[src/hdl/arpp_pkg.sv]
// Shared types, constants and frame helper functions for the ARP resolve / ping block.
// No dependencies; imported by every module under hdl.
package arpp_pkg;

    // Result kinds as seen on tx_kind
    typedef enum logic [1:0] {
        KIND_NONE = 2'd0,
        KIND_ARP  = 2'd1,
        KIND_ICMP = 2'd2,
        KIND_ERR  = 2'd3
    } kind_t;

    // Register indexes on the configuration port
    typedef enum logic [2:0] {
        REG_OWN_IP    = 3'd0,
        REG_OWN_MAC   = 3'd1,
        REG_DEST_IP   = 3'd2,
        REG_NET_MASK  = 3'd3,
        REG_ROUTER_IP = 3'd4
    } reg_idx_t;

    localparam logic [7:0] ARP_OPCODE_REPLY = 8'h02;
    localparam logic [5:0] ARP_FRAME_LEN    = 6'd42;
    localparam logic [5:0] ICMP_HDR_LEN     = 6'd42;
    localparam logic [5:0] MIN_PAYLOAD_POS  = 6'd27;  // position of the 28th byte
    localparam int         MAX_ECHO_LEN     = 19;

    typedef struct packed {
        logic [31:0] own_ip;
        logic [47:0] own_mac;
        logic [31:0] dest_ip;
        logic [31:0] net_mask;
        logic [31:0] router_ip;
    } cfg_t;

    // One transmit request from the front part to the back part
    typedef struct packed {
        kind_t       kind;
        logic [31:0] tip;   // ARP target IP
        logic [47:0] mac;   // learned MAC after the step
    } cmd_t;

    function automatic logic [7:0] mac_byte(input logic [47:0] mac, input logic [2:0] k);
        logic [7:0] b;
        unique case (k)
            3'd0:    b = mac[47:40];
            3'd1:    b = mac[39:32];
            3'd2:    b = mac[31:24];
            3'd3:    b = mac[23:16];
            3'd4:    b = mac[15:8];
            default: b = mac[7:0];
        endcase
        return b;
    endfunction

    function automatic logic [7:0] ip_byte(input logic [31:0] ip, input logic [1:0] k);
        logic [7:0] b;
        unique case (k)
            2'd0:    b = ip[31:24];
            2'd1:    b = ip[23:16];
            2'd2:    b = ip[15:8];
            default: b = ip[7:0];
        endcase
        return b;
    endfunction

    function automatic logic [7:0] echo_byte(input logic [1:0] p);
        logic [7:0] b;
        unique case (p)
            2'd0:    b = 8'hAB;
            2'd1:    b = 8'hCD;
            default: b = 8'hEF;
        endcase
        return b;
    endfunction

    // ICMP checksum: every word of the ICMP part is fixed for a given data length
    function automatic logic [15:0] icmp_csum(input int dlen);
        logic [31:0] sum;
        logic [1:0]  p;
        int          i;
        sum = 32'h0800 + 32'hACED + 32'h0001;
        p   = 2'd0;
        for (i = 0; i < dlen; i++) begin
            if (i[0] == 1'b0)
                sum = sum + {16'h0, echo_byte(p), 8'h00};
            else
                sum = sum + {24'h0, echo_byte(p)};
            p = (p == 2'd2) ? 2'd0 : p + 2'd1;
        end
        sum = {16'h0, sum[15:0]} + {16'h0, sum[31:16]};
        sum = {16'h0, sum[15:0]} + {16'h0, sum[31:16]};
        return ~sum[15:0];
    endfunction

endpackage

[src/hdl/arpp_front.sv]
// Front part: accepts received payload bytes, captures ARP fields and decides
// what to send. Depends on arpp_pkg.
module arpp_front (
    input  logic          clk,
    input  logic          rst_n,
    input  logic [7:0]    rx_byte,
    input  logic          rx_last,
    input  logic          rx_valid,
    output logic          rx_ready,
    input  arpp_pkg::cfg_t cfg,
    input  logic          fifo_full,
    output logic          push,
    output arpp_pkg::cmd_t push_cmd
);
    import arpp_pkg::*;

    typedef enum logic [2:0] {
        PH_IDLE  = 3'b001,
        PH_AWAIT = 3'b010,
        PH_DONE  = 3'b100
    } phase_t;

    phase_t      phase_reg, phase_next;
    logic [5:0]  idx_reg, idx_next;
    logic [7:0]  opcode_reg, opcode_next;
    logic [47:0] smac_reg, smac_next;
    logic [31:0] tip_reg, tip_next;
    logic [47:0] learned_reg, learned_next;
    logic        accept;
    logic        local_dst;

    assign rx_ready  = !fifo_full;
    assign accept    = rx_valid && rx_ready;
    assign local_dst = ((cfg.dest_ip ^ cfg.own_ip) & cfg.net_mask) == 32'h0;

    always_comb
    begin
        phase_next   = phase_reg;
        idx_next     = idx_reg;
        opcode_next  = opcode_reg;
        smac_next    = smac_reg;
        tip_next     = tip_reg;
        learned_next = learned_reg;
        push         = 1'b0;
        push_cmd     = '{kind: KIND_NONE, tip: 32'h0, mac: learned_reg};
        if (accept)
        begin
            // capture the fields of interest by position
            if (idx_reg == 6'd7)
                opcode_next = rx_byte;
            else if (idx_reg >= 6'd8 && idx_reg <= 6'd13)
                smac_next = {smac_reg[39:0], rx_byte};
            else if (idx_reg >= 6'd24 && idx_reg <= 6'd27)
                tip_next = {tip_reg[23:0], rx_byte};
            if (idx_reg != 6'd63)
                idx_next = idx_reg + 6'd1;
            if (rx_last)
            begin
                idx_next = 6'd0;
                if (idx_reg >= MIN_PAYLOAD_POS)
                begin
                    unique case (phase_reg)
                        PH_IDLE:
                        begin
                            push          = 1'b1;
                            push_cmd.kind = KIND_ARP;
                            push_cmd.tip  = local_dst ? cfg.dest_ip : cfg.router_ip;
                            phase_next    = PH_AWAIT;
                        end
                        PH_AWAIT:
                        begin
                            push = 1'b1;
                            if (opcode_next == ARP_OPCODE_REPLY && tip_next == cfg.own_ip)
                            begin
                                learned_next  = smac_next;
                                push_cmd.kind = KIND_ICMP;
                                push_cmd.mac  = smac_next;
                                phase_next    = PH_DONE;
                            end
                            else
                            begin
                                push_cmd.kind = KIND_ERR;
                            end
                        end
                        default:
                        begin
                            // done: count bytes, send nothing
                        end
                    endcase
                end
            end
        end
    end

    always_ff @(posedge clk or negedge rst_n)
    begin
        if (!rst_n)
        begin
            phase_reg   <= PH_IDLE;
            idx_reg     <= 6'd0;
            opcode_reg  <= 8'h0;
            smac_reg    <= 48'h0;
            tip_reg     <= 32'h0;
            learned_reg <= 48'h0;
        end
        else
        begin
            phase_reg   <= phase_next;
            idx_reg     <= idx_next;
            opcode_reg  <= opcode_next;
            smac_reg    <= smac_next;
            tip_reg     <= tip_next;
            learned_reg <= learned_next;
        end
    end

    // a request is only ever raised for an accepted byte
    a_push_accepted: assert property (@(posedge clk) disable iff (!rst_n)
        push |-> (accept && !fifo_full))
        else $error("front raised a request without room in the queue");

endmodule

[src/hdl/arpp_cmd_fifo.sv]
// Short request queue between the front and back parts.
// Depends on arpp_pkg for the request type.
module arpp_cmd_fifo #(
    parameter int DEPTH = 2
) (
    input  logic           clk,
    input  logic           rst_n,
    input  logic           push,
    input  arpp_pkg::cmd_t push_cmd,
    output logic           full,
    input  logic           pop,
    output arpp_pkg::cmd_t pop_cmd,
    output logic           empty
);
    import arpp_pkg::*;

    localparam int PTR_W = (DEPTH > 1) ? $clog2(DEPTH) : 1;
    localparam int CNT_W = $clog2(DEPTH + 1);

    cmd_t             mem_reg [DEPTH];
    logic [PTR_W-1:0] wr_ptr_reg, wr_ptr_next;
    logic [PTR_W-1:0] rd_ptr_reg, rd_ptr_next;
    logic [CNT_W-1:0] count_reg, count_next;
    logic             do_push, do_pop;

    assign full    = count_reg == CNT_W'(DEPTH);
    assign empty   = count_reg == '0;
    assign do_push = push && !full;
    assign do_pop  = pop && !empty;
    assign pop_cmd = mem_reg[rd_ptr_reg];

    always_comb
    begin
        wr_ptr_next = wr_ptr_reg;
        rd_ptr_next = rd_ptr_reg;
        count_next  = count_reg;
        if (do_push)
            wr_ptr_next = (wr_ptr_reg == PTR_W'(DEPTH - 1)) ? '0 : wr_ptr_reg + 1'b1;
        if (do_pop)
            rd_ptr_next = (rd_ptr_reg == PTR_W'(DEPTH - 1)) ? '0 : rd_ptr_reg + 1'b1;
        if (do_push && !do_pop)
            count_next = count_reg + 1'b1;
        else if (do_pop && !do_push)
            count_next = count_reg - 1'b1;
    end

    always_ff @(posedge clk)
    begin
        if (do_push)
            mem_reg[wr_ptr_reg] <= push_cmd;
    end

    always_ff @(posedge clk or negedge rst_n)
    begin
        if (!rst_n)
        begin
            wr_ptr_reg <= '0;
            rd_ptr_reg <= '0;
            count_reg  <= '0;
        end
        else
        begin
            wr_ptr_reg <= wr_ptr_next;
            rd_ptr_reg <= rd_ptr_next;
            count_reg  <= count_next;
        end
    end

    a_count_bound: assert property (@(posedge clk) disable iff (!rst_n)
        count_reg <= CNT_W'(DEPTH))
        else $error("queue fill count beyond depth");

endmodule

[src/hdl/arpp_back.sv]
// Back part: takes requests from the queue and streams ARP request, ICMP echo
// or status results through an output register. Depends on arpp_pkg.
module arpp_back #(
    parameter int ECHO_DATA_LEN = 3
) (
    input  logic           clk,
    input  logic           rst_n,
    input  arpp_pkg::cfg_t cfg,
    input  logic           empty,
    input  arpp_pkg::cmd_t pop_cmd,
    output logic           pop,
    output logic           tx_valid,
    input  logic           tx_ready,
    output logic [7:0]     tx_byte,
    output logic           tx_last,
    output logic [1:0]     tx_kind,
    output logic [47:0]    resolved_mac
);
    import arpp_pkg::*;

    localparam int          DATA_LEN     = (ECHO_DATA_LEN > MAX_ECHO_LEN) ? MAX_ECHO_LEN
                                                                           : ECHO_DATA_LEN;
    localparam logic [5:0]  ICMP_LEN     = ICMP_HDR_LEN + 6'(DATA_LEN);
    localparam logic [15:0] TOTAL_LEN    = 16'(28 + DATA_LEN);
    localparam logic [18:0] IP_CSUM_BASE = 19'(32'h4500 + 32'hFACE + 32'hFF01 + 28 + DATA_LEN);
    localparam logic [15:0] ICMP_CSUM    = icmp_csum(DATA_LEN);
    localparam logic [2:0]  CS_FOLD_A    = 3'd4;
    localparam logic [2:0]  CS_FOLD_B    = 3'd5;
    localparam logic [2:0]  CS_DONE      = 3'd6;

    logic        busy_reg, busy_next;
    cmd_t        cmd_reg, cmd_next;
    logic [5:0]  idx_reg, idx_next;
    logic [1:0]  pat_reg, pat_next;
    logic [18:0] acc_reg, acc_next;
    logic [2:0]  cstep_reg, cstep_next;
    logic        ov_reg, ov_next;
    logic [7:0]  obyte_reg, obyte_next;
    logic        olast_reg, olast_next;
    kind_t       okind_reg, okind_next;
    logic [47:0] omac_reg, omac_next;

    logic [5:0]  frame_len;
    logic        hold_csum, emit, is_last;
    logic [7:0]  cur_byte;
    logic [15:0] ip_csum;
    logic [15:0] add_word;

    assign pop       = !busy_reg && !empty;
    assign ip_csum   = ~acc_reg[15:0];
    assign hold_csum = cmd_reg.kind == KIND_ICMP && idx_reg == 6'd24 && cstep_reg != CS_DONE;
    assign emit      = busy_reg && (!ov_reg || tx_ready) && !hold_csum;
    assign is_last   = idx_reg == frame_len - 6'd1;

    always_comb
    begin
        unique case (cmd_reg.kind)
            KIND_ARP:  frame_len = ARP_FRAME_LEN;
            KIND_ICMP: frame_len = ICMP_LEN;
            default:   frame_len = 6'd1;
        endcase
    end

    // frame byte at the current position
    always_comb
    begin
        cur_byte = 8'h00;
        unique case (cmd_reg.kind)
            KIND_ARP:
            begin
                priority if (idx_reg < 6'd6)
                    cur_byte = 8'hFF;
                else if (idx_reg < 6'd12)
                    cur_byte = mac_byte(cfg.own_mac, 3'(idx_reg - 6'd6));
                else if (idx_reg < 6'd22)
                begin
                    unique case (idx_reg)
                        6'd12:   cur_byte = 8'h08;
                        6'd13:   cur_byte = 8'h06;
                        6'd14:   cur_byte = 8'h00;
                        6'd15:   cur_byte = 8'h01;
                        6'd16:   cur_byte = 8'h08;
                        6'd17:   cur_byte = 8'h00;
                        6'd18:   cur_byte = 8'h06;
                        6'd19:   cur_byte = 8'h04;
                        6'd20:   cur_byte = 8'h00;
                        default: cur_byte = 8'h01;
                    endcase
                end
                else if (idx_reg < 6'd28)
                    cur_byte = mac_byte(cfg.own_mac, 3'(idx_reg - 6'd22));
                else if (idx_reg < 6'd32)
                    cur_byte = ip_byte(cfg.own_ip, 2'(idx_reg - 6'd28));
                else if (idx_reg < 6'd38)
                    cur_byte = 8'hFF;
                else
                    cur_byte = ip_byte(cmd_reg.tip, 2'(idx_reg - 6'd38));
            end
            KIND_ICMP:
            begin
                priority if (idx_reg < 6'd6)
                    cur_byte = mac_byte(cmd_reg.mac, 3'(idx_reg));
                else if (idx_reg < 6'd12)
                    cur_byte = mac_byte(cfg.own_mac, 3'(idx_reg - 6'd6));
                else if (idx_reg < 6'd26)
                begin
                    unique case (idx_reg)
                        6'd12:   cur_byte = 8'h08;
                        6'd13:   cur_byte = 8'h00;
                        6'd14:   cur_byte = 8'h45;
                        6'd15:   cur_byte = 8'h00;
                        6'd16:   cur_byte = TOTAL_LEN[15:8];
                        6'd17:   cur_byte = TOTAL_LEN[7:0];
                        6'd18:   cur_byte = 8'hFA;
                        6'd19:   cur_byte = 8'hCE;
                        6'd20:   cur_byte = 8'h00;
                        6'd21:   cur_byte = 8'h00;
                        6'd22:   cur_byte = 8'hFF;
                        6'd23:   cur_byte = 8'h01;
                        6'd24:   cur_byte = ip_csum[15:8];
                        default: cur_byte = ip_csum[7:0];
                    endcase
                end
                else if (idx_reg < 6'd30)
                    cur_byte = ip_byte(cfg.own_ip, 2'(idx_reg - 6'd26));
                else if (idx_reg < 6'd34)
                    cur_byte = ip_byte(cfg.dest_ip, 2'(idx_reg - 6'd30));
                else if (idx_reg < ICMP_HDR_LEN)
                begin
                    unique case (idx_reg)
                        6'd34:   cur_byte = 8'h08;
                        6'd35:   cur_byte = 8'h00;
                        6'd36:   cur_byte = ICMP_CSUM[15:8];
                        6'd37:   cur_byte = ICMP_CSUM[7:0];
                        6'd38:   cur_byte = 8'hAC;
                        6'd39:   cur_byte = 8'hED;
                        6'd40:   cur_byte = 8'h00;
                        default: cur_byte = 8'h01;
                    endcase
                end
                else
                    cur_byte = echo_byte(pat_reg);
            end
            default:
                cur_byte = 8'h00;
        endcase
    end

    // IP header checksum: one address word a cycle, then two end-around folds
    always_comb
    begin
        unique case (cstep_reg[1:0])
            2'd0:    add_word = cfg.own_ip[31:16];
            2'd1:    add_word = cfg.own_ip[15:0];
            2'd2:    add_word = cfg.dest_ip[31:16];
            default: add_word = cfg.dest_ip[15:0];
        endcase
    end

    always_comb
    begin
        busy_next  = busy_reg;
        cmd_next   = cmd_reg;
        idx_next   = idx_reg;
        pat_next   = pat_reg;
        acc_next   = acc_reg;
        cstep_next = cstep_reg;
        ov_next    = ov_reg;
        obyte_next = obyte_reg;
        olast_next = olast_reg;
        okind_next = okind_reg;
        omac_next  = omac_reg;

        if (cstep_reg < CS_FOLD_A)
        begin
            acc_next   = acc_reg + {3'b000, add_word};
            cstep_next = cstep_reg + 3'd1;
        end
        else if (cstep_reg == CS_FOLD_A || cstep_reg == CS_FOLD_B)
        begin
            acc_next   = {3'b000, acc_reg[15:0]} + {16'h0, acc_reg[18:16]};
            cstep_next = cstep_reg + 3'd1;
        end

        if (pop)
        begin
            busy_next  = 1'b1;
            cmd_next   = pop_cmd;
            idx_next   = 6'd0;
            pat_next   = 2'd0;
            acc_next   = IP_CSUM_BASE;
            cstep_next = 3'd0;
        end

        if (emit)
        begin
            ov_next    = 1'b1;
            obyte_next = cur_byte;
            olast_next = is_last;
            okind_next = cmd_reg.kind;
            omac_next  = cmd_reg.mac;
            idx_next   = idx_reg + 6'd1;
            if (idx_reg >= ICMP_HDR_LEN)
                pat_next = (pat_reg == 2'd2) ? 2'd0 : pat_reg + 2'd1;
            if (is_last)
                busy_next = 1'b0;
        end
        else if (tx_ready)
        begin
            ov_next = 1'b0;
        end
    end

    always_ff @(posedge clk)
    begin
        cmd_reg   <= cmd_next;
        idx_reg   <= idx_next;
        pat_reg   <= pat_next;
        acc_reg   <= acc_next;
        obyte_reg <= obyte_next;
        olast_reg <= olast_next;
        okind_reg <= okind_next;
        omac_reg  <= omac_next;
    end

    always_ff @(posedge clk or negedge rst_n)
    begin
        if (!rst_n)
        begin
            busy_reg  <= 1'b0;
            ov_reg    <= 1'b0;
            cstep_reg <= CS_DONE;
        end
        else
        begin
            busy_reg  <= busy_next;
            ov_reg    <= ov_next;
            cstep_reg <= cstep_next;
        end
    end

    assign tx_valid     = ov_reg;
    assign tx_byte      = obyte_reg;
    assign tx_last      = olast_reg;
    assign tx_kind      = okind_reg;
    assign resolved_mac = omac_reg;

    a_status_single: assert property (@(posedge clk) disable iff (!rst_n)
        (tx_valid && tx_kind == KIND_ERR) |-> (tx_last && tx_byte == 8'h00))
        else $error("status result must be a single zero byte");

    a_pop_starts: assert property (@(posedge clk) disable iff (!rst_n)
        pop |=> (busy_reg && idx_reg == 6'd0 && cstep_reg == 3'd0))
        else $error("request taken without starting a frame");

    a_csum_ready: assert property (@(posedge clk) disable iff (!rst_n)
        (emit && cmd_reg.kind == KIND_ICMP && idx_reg == 6'd25) |-> cstep_reg == CS_DONE)
        else $error("IP checksum sent before it settled");

endmodule

[src/hdl/arp_resolve_then_ping_sender.sv]
// ARP resolve then ping: a request passes the queue and the back part's request and output registers.
// Results leave at one byte per cycle within a frame while tx_ready is high, one frame at a time:
// a 42-byte ARP request or a 42+ECHO_DATA_LEN byte ICMP frame (at most 19 data bytes), set by the
// back part's counter. Input bytes are taken one per cycle while the request queue has room.
// rst_n is asynchronous and active low: idle phase, empty queue, control and config registers at defaults.
module arp_resolve_then_ping_sender #(
    parameter int ECHO_DATA_LEN = 3,
    parameter int CMD_DEPTH     = 2
) (
    input  logic        clk,
    input  logic        rst_n,
    // received payload bytes
    input  logic [7:0]  rx_byte,
    input  logic        rx_last,
    input  logic        rx_valid,
    output logic        rx_ready,
    // transmitted frame bytes and status results
    output logic [7:0]  tx_byte,
    output logic        tx_last,
    output logic [1:0]  tx_kind,
    output logic [47:0] resolved_mac,
    output logic        tx_valid,
    input  logic        tx_ready,
    // configuration port, registers at 8-byte spacing
    input  logic        psel,
    input  logic        penable,
    input  logic        pwrite,
    input  logic [5:0]  paddr,
    input  logic [63:0] pwdata,
    output logic [63:0] prdata,
    output logic        pready
);
    import arpp_pkg::*;

    cfg_t        cfg_reg, cfg_next;
    logic        cfg_wr;
    logic [2:0]  reg_sel;

    logic        push, pop, fifo_full, fifo_empty;
    cmd_t        push_cmd, pop_cmd;

    // Configuration registers. The user must write them only while the block is idle;
    // the block does not enforce it. Both parts read them live without any shadow copies.
    assign pready  = 1'b1;
    assign reg_sel = paddr[5:3];
    assign cfg_wr  = psel && penable && pwrite && pready;

    always_comb
    begin
        cfg_next = cfg_reg;
        if (cfg_wr)
        begin
            unique case (reg_sel)
                REG_OWN_IP:    cfg_next.own_ip    = pwdata[31:0];
                REG_OWN_MAC:   cfg_next.own_mac   = pwdata[47:0];
                REG_DEST_IP:   cfg_next.dest_ip   = pwdata[31:0];
                REG_NET_MASK:  cfg_next.net_mask  = pwdata[31:0];
                REG_ROUTER_IP: cfg_next.router_ip = pwdata[31:0];
                default:       cfg_next = cfg_reg;  // drop writes to unknown indexes
            endcase
        end
    end

    always_comb
    begin
        unique case (reg_sel)
            REG_OWN_IP:    prdata = {32'h0, cfg_reg.own_ip};
            REG_OWN_MAC:   prdata = {16'h0, cfg_reg.own_mac};
            REG_DEST_IP:   prdata = {32'h0, cfg_reg.dest_ip};
            REG_NET_MASK:  prdata = {32'h0, cfg_reg.net_mask};
            REG_ROUTER_IP: prdata = {32'h0, cfg_reg.router_ip};
            default:       prdata = 64'h0;
        endcase
    end

    always_ff @(posedge clk or negedge rst_n)
    begin
        if (!rst_n)
        begin
            cfg_reg.own_ip    <= 32'hC0A8_010A;   // 192.168.1.10
            cfg_reg.own_mac   <= 48'h0;
            cfg_reg.dest_ip   <= 32'hACD9_01CE;   // 172.217.1.206
            cfg_reg.net_mask  <= 32'hFFFF_FF00;
            cfg_reg.router_ip <= 32'hC0A8_0101;   // 192.168.1.1
        end
        else
        begin
            cfg_reg <= cfg_next;
        end
    end

    // Front: capture opcode, sender MAC and target IP; classify on the last byte
    // and raise one request per payload of at least 28 bytes, until the ICMP echo is requested.
    arpp_front u_front (
        .clk      (clk),
        .rst_n    (rst_n),
        .rx_byte  (rx_byte),
        .rx_last  (rx_last),
        .rx_valid (rx_valid),
        .rx_ready (rx_ready),
        .cfg      (cfg_reg),
        .fifo_full(fifo_full),
        .push     (push),
        .push_cmd (push_cmd)
    );

    // Queue: hold requests so reception carries on while a frame drains.
    arpp_cmd_fifo #(
        .DEPTH(CMD_DEPTH)
    ) u_fifo (
        .clk     (clk),
        .rst_n   (rst_n),
        .push    (push),
        .push_cmd(push_cmd),
        .full    (fifo_full),
        .pop     (pop),
        .pop_cmd (pop_cmd),
        .empty   (fifo_empty)
    );

    // Back: advance through the frame a byte at a time, computing the IP header
    // checksum alongside the Ethernet header.
    arpp_back #(
        .ECHO_DATA_LEN(ECHO_DATA_LEN)
    ) u_back (
        .clk         (clk),
        .rst_n       (rst_n),
        .cfg         (cfg_reg),
        .empty       (fifo_empty),
        .pop_cmd     (pop_cmd),
        .pop         (pop),
        .tx_valid    (tx_valid),
        .tx_ready    (tx_ready),
        .tx_byte     (tx_byte),
        .tx_last     (tx_last),
        .tx_kind     (tx_kind),
        .resolved_mac(resolved_mac)
    );

endmodule
[config.mk]
export PLATFORM = sky130hd
export DESIGN_NAME = arp_resolve_then_ping_sender
export DESIGN_NICKNAME = d
export VERILOG_FILES = /design/src/hdl/arpp_pkg.sv /design/src/hdl/arpp_front.sv /design/src/hdl/arpp_cmd_fifo.sv /design/src/hdl/arpp_back.sv /design/src/hdl/arp_resolve_then_ping_sender.sv
export SDC_FILE = /design/constraint.sdc
export NUM_CORES = 1
export LEC_CHECK = 0
export BUFFER_PORTS_ARGS = -buffer_cell sky130_fd_sc_hd__buf_4
export CAP_MARGIN = 20
export CORE_MARGIN = 2
export CORE_UTILIZATION = 60
export DETAILED_ROUTE_END_ITERATION = 8
export PLACE_DENSITY = 0.83
export SYNTH_ARGS = -nofsm -noshare
export SYNTH_HDL_FRONTEND = slang
export SYNTH_SLANG_ARGS = --single-unit
[constraint.sdc]
create_clock -name clk -period 8.6 [get_ports clk]
set_input_delay 0.86 -clock clk [delete_from_list [all_inputs] [get_ports clk]]
set_output_delay 0.86 -clock clk [all_outputs]
set_load 0.01 [all_outputs]
==> impl_metrics.csv, run 1 <==
group,metric,value,unit
clock_network,cts_sinks,666,
clock_network,clockBufferDepth,3,
sta,fin_skew,0.0451,ns
placed_design,post-dp-hpwl,65.2,mm
synth,synth_compound_gate_area_share,10.3,%
die,ios,212,
clock_network,insertion_delay,0.64,ns
synth,synth.distinct_cells,78,
global_routing,grt_start_max_net_pins,135,
drt,drc,17,
sta,rsz0062_at_grt,"false",
synth,synth-seq-cells,666,
run_status,outcome,"finished, violations left",
sta,drv_slew,0,
die,initial_core_util,60.8,%
sta,slew_headroom,28.0,%
placed_design,numPortBuffers,175,
layout,drive_gt1_share,32.0,%
clock_network,root_buffer,"clkbuf_16",
worst_setup_path,critical_path.startpoint,"u_front.idx_reg[0]",
layout,nets,2807,
synth,synthMuxAreaShare,20.0,%
synth,syn_area_per_cell,12.7,um2
worst_setup_path,cp_max_fo,70,
clock_network,cts_max_level,3,
worst_setup_path,crit_type,"reg2reg",
synth,yosysMostFrequentCell,"mux2_2",
sta,setup_violations,0,
run_status,violations,"design-rule violations",
synth,yosysWarningCount,0,
synth,synthTopCellsByCount,"mux2_2 (449), edfxtp_1 (311), dfrtp_1 (273)",
clock_network,cts_tree,"yes",
layout,largest_reg_flops,176,
worst_setup_path,cp_data_arrival_time,5.46,ns
synth,synth_simple_gate_area_share,6.80,%
synth,synthXorXnorAreaFrac,2.20,%
drt,drt_wl_total,99.2,mm
synth,yosys.area.top_type,"edfxtp_1",
synth,syn_area,0.0327,mm2
placed_design,pre_cts_slack,3.61,ns
global_routing,grtUsageTotal,34.9,%
sta,post-route-period-util,59.2,%
hold_path,hp-class,"in2async",
synth,synth_top_area_share,28.6,%
synth,ys_async_sr_fraction,49.5,%
clock_network,cts.clk_slew.worst_paths,0.06,ns
worst_setup_path,crit_required,8.97,ns
sta,hold_viol,0,
pwr,powerDensity,305,mW/mm2
sta,fin_crit,5.09,ns
synth,synthCells,2570,
sta,tns,0,ns
die,die_area,0.0564,mm2
die,fp.dieW,237,um
die,die_h,237,um
global_routing,grt_pass1_vias,22871,
layout,area_growth,13.1,%
worst_setup_path,start_kind,"register",
pwr,power,11.3,mW
clock_network,postCtsHoldBufs,0,
clock_network,cts_setup_buffers,0,
worst_setup_path,end_kind,"register",
global_routing,overflow,0,
die,fp.coreArea,0.0538,mm2
synth,synth_top_family_by_area,"multiplexers",
clock_network,cts_buffers,71,
drt,vias,23270,
global_routing,antenna_found_initial,5,
drt,routedWlPerCell,28.9,um
pwr,power_leakage,15.1,nW
worst_setup_path,rr_startpoint,"u_front.idx_reg[0]",
sta,timing.final.ws_setup,3.51,ns
drt,viasPerCell,6.77,
die,row_count,85,
drt,ant_nets,0,
flow_run,maxCapViolCount,0,
synth,synth_adder_area_share,1.69,%
pwr,peakVddDrop,0.182,mV
sta,whs,0.281,ns
clock_network,cts_resized,0,
synth,synth_edf_count,311,
layout,fin_util,68.7,%
drt,drtIter0Drc,3638,
synth,yosys-top-cells-area,"edfxtp_1 (29%), dfrtp_1 (21%), mux2_2 (15%)",
sta,worstMarginPinSlew,1.08,ns
synth,synth-main-ff-cell,"edfxtp_1",
synth,ys_seq_area_share,55.6,%
global_routing,grt_pass1_wl,146,mm
placed_design,globalplace.congestion,0.986,
sta,max_freq,196,MHz
drt,dr.pass1.iters,9,
==> where the power goes <==
group | switching [mW] | internal, mW | total [mW]
combinational | 2.11 | 1.49 | 3.61
clock | 1.36 | 1.87 | 3.23
sequential | 0.605 | 3.82 | 4.42
==> per-layer routing <==
metal,share of wire [%],track usage (%)
met5,0.027,0.0866
met4,4.9,14.4
met3,11,9.13
met2,46,54.3
met1,38,47.0
==> stage by stage <==
step	cell area, um2	std cells
5_1_grt	37000	3435
4_1_cts	37000	3432
3_3_place_gp	34500	3300
2_1_floorplan	32700	2585
3_5_place_dp	34500	3300
6_report	37000	3437
==> placed cells by master, fill, tap and decap left out, drive strengths merged, types with 8 or more instances in the layout <==
cell / count
mux2i: 114
clkbuf: 101
nor3: 17
a31oi: 21
and2: 26
xnor2: 24
edfxtp: 311
o21a: 10
a211oi: 10
mux2: 478
nand4: 17
a21oi: 79
a221o: 33
nand3: 16
inv: 64
dfstp: 57
o211ai: 21
a2111oi: 11
dfxtp: 25
conb: 17
o21ai: 120
dfrtp: 273
or3: 8
ha: 41
nor4: 11
a222oi: 64
buf: 217
o22ai: 23
a21o: 9
clkinv: 20
nand2: 136
nor2: 106
nor2b: 41
a22oi: 18
xor2: 58
nand2b: 34
==> critical path: stages, from the launching register on <==
cell       delay [ns]
dfrtp_1          0.45
ha_1             0.29
nand2b_1         0.38
nand2_1          0.47
a2111oi_1        0.50
o22ai_1          0.15
or4_4            0.57
nor4_4           0.30
buf_4            0.38
buf_4            0.83
mux2_2           0.45
==> cell type report <==
cell class                 instances  area (um2)
antenna                            4        10.0
clock buffer                     101        2030
clock inverter                    31         454
fill                            3643       16800
inverter                          62         234
multi-input combinational       1660       13500
sequential                       666       18200
tap                              696         871
timing repair buffer             217        1650
==> kinds of logic after synthesis <==
group                    count (synthesis)
flip-flops                             666
multiplexers                           593
AO/OA/AOI/OAI                          477
AND/OR/NAND/NOR                        448
buffers and inverters                  259
XOR/XNOR                                82
adder cells (fa/ha/maj)                 43
other                                    2
==> path summary, 6_finish.rpt <==
| kind | end | slack (ns) | cells past startpoint |
|---|---|---|---|
| setup / recovery | u_fifo.mem_reg[0][5] | 3.51 | 10 |
| hold / removal | cfg_reg[85] | 0.28 | 1 |
| setup reg to reg | u_fifo.mem_reg[0][5] | 3.51 | 10 |
| hold reg to reg | u_back.resolved_mac[20] | 0.46 | 0 |
| max in group asynchronous | u_front.learned_reg[44] | 6.99 | 2 |
| min in group clk | u_back.resolved_mac[20] | 0.46 | 0 |
Note: power is estimated with default switching activity, not from simulation.
==> inputs of run 2 (changes only) <==
--- a/config.mk
+++ b/config.mk
@@ -8,9 +8,9 @@
 export BUFFER_PORTS_ARGS = -buffer_cell sky130_fd_sc_hd__buf_4
 export CAP_MARGIN = 20
 export CORE_MARGIN = 2
-export CORE_UTILIZATION = 60
+export CORE_UTILIZATION = 55
 export DETAILED_ROUTE_END_ITERATION = 8
-export PLACE_DENSITY = 0.83
+export PLACE_DENSITY = 0.8
 export SYNTH_ARGS = -nofsm -noshare
 export SYNTH_HDL_FRONTEND = slang
 export SYNTH_SLANG_ARGS = --single-unit
==> constraint.sdc (replaced) <==
create_clock -name clk -period 4.6 [get_ports clk]
set_input_delay 0.46 -clock clk [delete_from_list [all_inputs] [get_ports clk]]
set_output_delay 0.46 -clock clk [all_outputs]
set_load 0.01 [all_outputs]
==> run 2 against run 1 <==
The run still ends with design-rule violations left; non-clock buffer count grew 27; clock power rose by 77%; core utilization fell by 5.6 points; final area up 0.59%; sequential cell count unchanged; worst hold slack lost 0.22 ns; clock-buffer cell count fell by 9; critical path type unchanged; critical endpoint is now u_back.acc_reg[18]; largest cell class unchanged.
==> impl_metrics.csv, run 2 (synthesized netlist as in run 1, its figures left out) <==
group,metric,value,unit
run_status,outcome,"finished, violations left",
run_status,violations,"design-rule violations",
layout,finalInstanceArea,0.0372,mm2
clock_network,cts_sinks,666,
drt,vias,23114,
drt,wl_met1,39.4,mm
placed_design,globalplace.congestion,1.03,
worst_setup_path,r2r_cells,13,
global_routing,grt_start_max_net_pins,109,
sta,post-route-period-util,92.8,%
clock_network,cts_resized,0,
worst_setup_path,end_kind,"register",
placed_design,dpl_cell_area,0.0348,mm2
worst_setup_path,cp_max_fo,16,
sta,hold_viol,0,
die,ios,212,
worst_setup_path,crit_required,5.14,ns
layout,seqCellArea,0.0182,mm2
layout,fill_cells,4329,
drt,routedWlPerCell,27.8,um
placed_design,dp_cells,3404,
worst_setup_path,crit_type,"reg2reg",
worst_setup_path,r2r_slack,0.33,ns
global_routing,grt_pass1_wl,145,mm
drt,dr.pass1.iters,9,
global_routing,overflow,0,
pwr,powerDensity,562,mW/mm2
sta,whs,0.0632,ns
worst_setup_path,critical_path.startpoint,"u_back.cstep_reg[1]",
clock_network,cts_buffers,71,
drt,route.met3.wl,10.1,mm
sta,drv_slew,0,
worst_setup_path,start_kind,"register",
sta,setup_violations,0,
sta,max_freq,234,MHz
drt,drc,50,
clock_network,cts.clk_slew.worst_paths,0.06,ns
worst_setup_path,crit_cells,13,
sta,rsz0062_at_grt,"false",
die,row_count,89,
worst_setup_path,cp_num_buf_inv,1,
drt,drtIter0Drc,3026,
layout,n_antenna_cell,0,
drt,drt_wl_total,98.2,mm
flow_run,maxCapViolCount,0,
die,fp.coreArea,0.0589,mm2
clock_network,cts_max_level,3,
pwr,power,20.9,mW
sta,worstMarginPinSlew,1.06,ns
clock_network,cts_tree,"yes",
sta,fin_crit,4.27,ns
layout,area_growth,13.7,%
worst_setup_path,slowest_delay,0.70,ns
layout,largest_reg_flops,176,
drt,ant_nets,0,
clock_network,postCtsHoldBufs,1,
sta,slew_headroom,28.9,%
worst_setup_path,cpMaxStageDelayCell,"dfstp_2",
clock_network,cts_setup_buffers,0,
layout,fin_cells,3537,
clock_network,insertion_delay,0.63,ns
drt,wl_met2,44.0,mm
layout,final_common_cell,"mux2_2",
clock_network,root_buffer,"clkbuf_16",
worst_setup_path,path_delay_family,"compound AO/OA/AOI/OAI gates",
drt,viasPerCell,6.53,
layout,nets,2834,
worst_setup_path,cp_data_arrival_time,4.81,ns
sta,tns,0,ns
pwr,power_leakage,15.1,nW
global_routing,antenna_found_initial,4,
hold_path,hp-class,"in2reg",
die,die_area,0.0614,mm2
global_routing,grt_pass1_vias,22664,
drt,top_layer_used,"met5",
worst_setup_path,crit_end,"u_back.acc_reg[18]",
die,die_h,248,um
worst_setup_path,r2r-end,"u_back.acc_reg[18]",
layout,drive_gt1_share,32.6,%
die,initial_core_util,55.5,%
worst_setup_path,path_cells,"inv_1, ha_1, a222oi_1, mux2i_1, ha_1, fa_1, a21o_1, a21oi_1, o21ai_0, a21oi_1, a21oi_1, a311o_1, a31oi_1",
worst_setup_path,cp_common_cell,"a21oi_1",
sta,fin_skew,0.0218,ns
layout,final_cell_mix,"mux2_2 (449), edfxtp_1 (311), dfrtp_1 (272), buf_4 (237), nand2_1 (135)",
layout,multi_input_area,0.0135,mm2
global_routing,grtUsageTotal,31.9,%
clock_network,clockBufferDepth,3,
worst_setup_path,rr_startpoint,"u_back.cstep_reg[1]",
pwr,peakVddDrop,0.466,mV
placed_design,numPortBuffers,175,
placed_design,post-dp-hpwl,67.3,mm
die,fp.dieW,248,um
==> run 2: metal layers <==
metal / vias to the layer above / track usage (%)
met3: 283 / 8.07
met5: - / 0
li1: 9885 / -
met1: 11657 / 44.5
met2: 1287 / 47.7
met4: 2 / 13.4
==> run 2: where the power goes <==
group          switching, mW  internal (mW)  total [mW]
logic                   3.86           2.93        6.79
clock network           2.49           3.23        5.72
registers               1.23           7.14        8.38
total                   7.58           13.3        20.9
==> run 2: worst min-delay path by stage <==
stage	start	to	depth (start not counted)
floorplan	rst_n	cfg_reg[100]	0
global placement	u_back.cmd_reg[22]	u_back.resolved_mac[22]	0
detailed placement	u_back.cmd_reg[12]	u_back.resolved_mac[12]	0
CTS	pwdata[36]	cfg_reg[132]	2
global route	pwdata[35]	cfg_reg[131]	2
finish	pwdata[35]	cfg_reg[131]	2
==> run 2: stage by stage <==
step           setup slack, ns  utilization, %
2_1_floorplan            0.364               -
3_3_place_gp             0.463            59.1
3_5_place_dp             0.415            59.1
4_1_cts                  0.394            63.1
5_1_grt                 0.0130            63.1
6_report                 0.329            63.1
==> run 2: layout make-up <==
cell class	instances	area share [%]
inverter	62	0.629
clock buffer	92	5.26
sequential	666	48.9
tap	773	2.60
timing repair buffer	244	5.12
multi-input combinational	1660	36.4
clock inverter	40	1.09
==> run 2: worst register-to-register path, delay by kind of cell (launching register included) <==
family | cells | cell delay [ns]
adder cells (fa/ha/maj) | 3 | 1.13
flip-flops | 1 | 0.70
AO/OA/AOI/OAI | 8 | 2.07
multiplexers | 1 | 0.16
buffers and inverters | 1 | 0.13
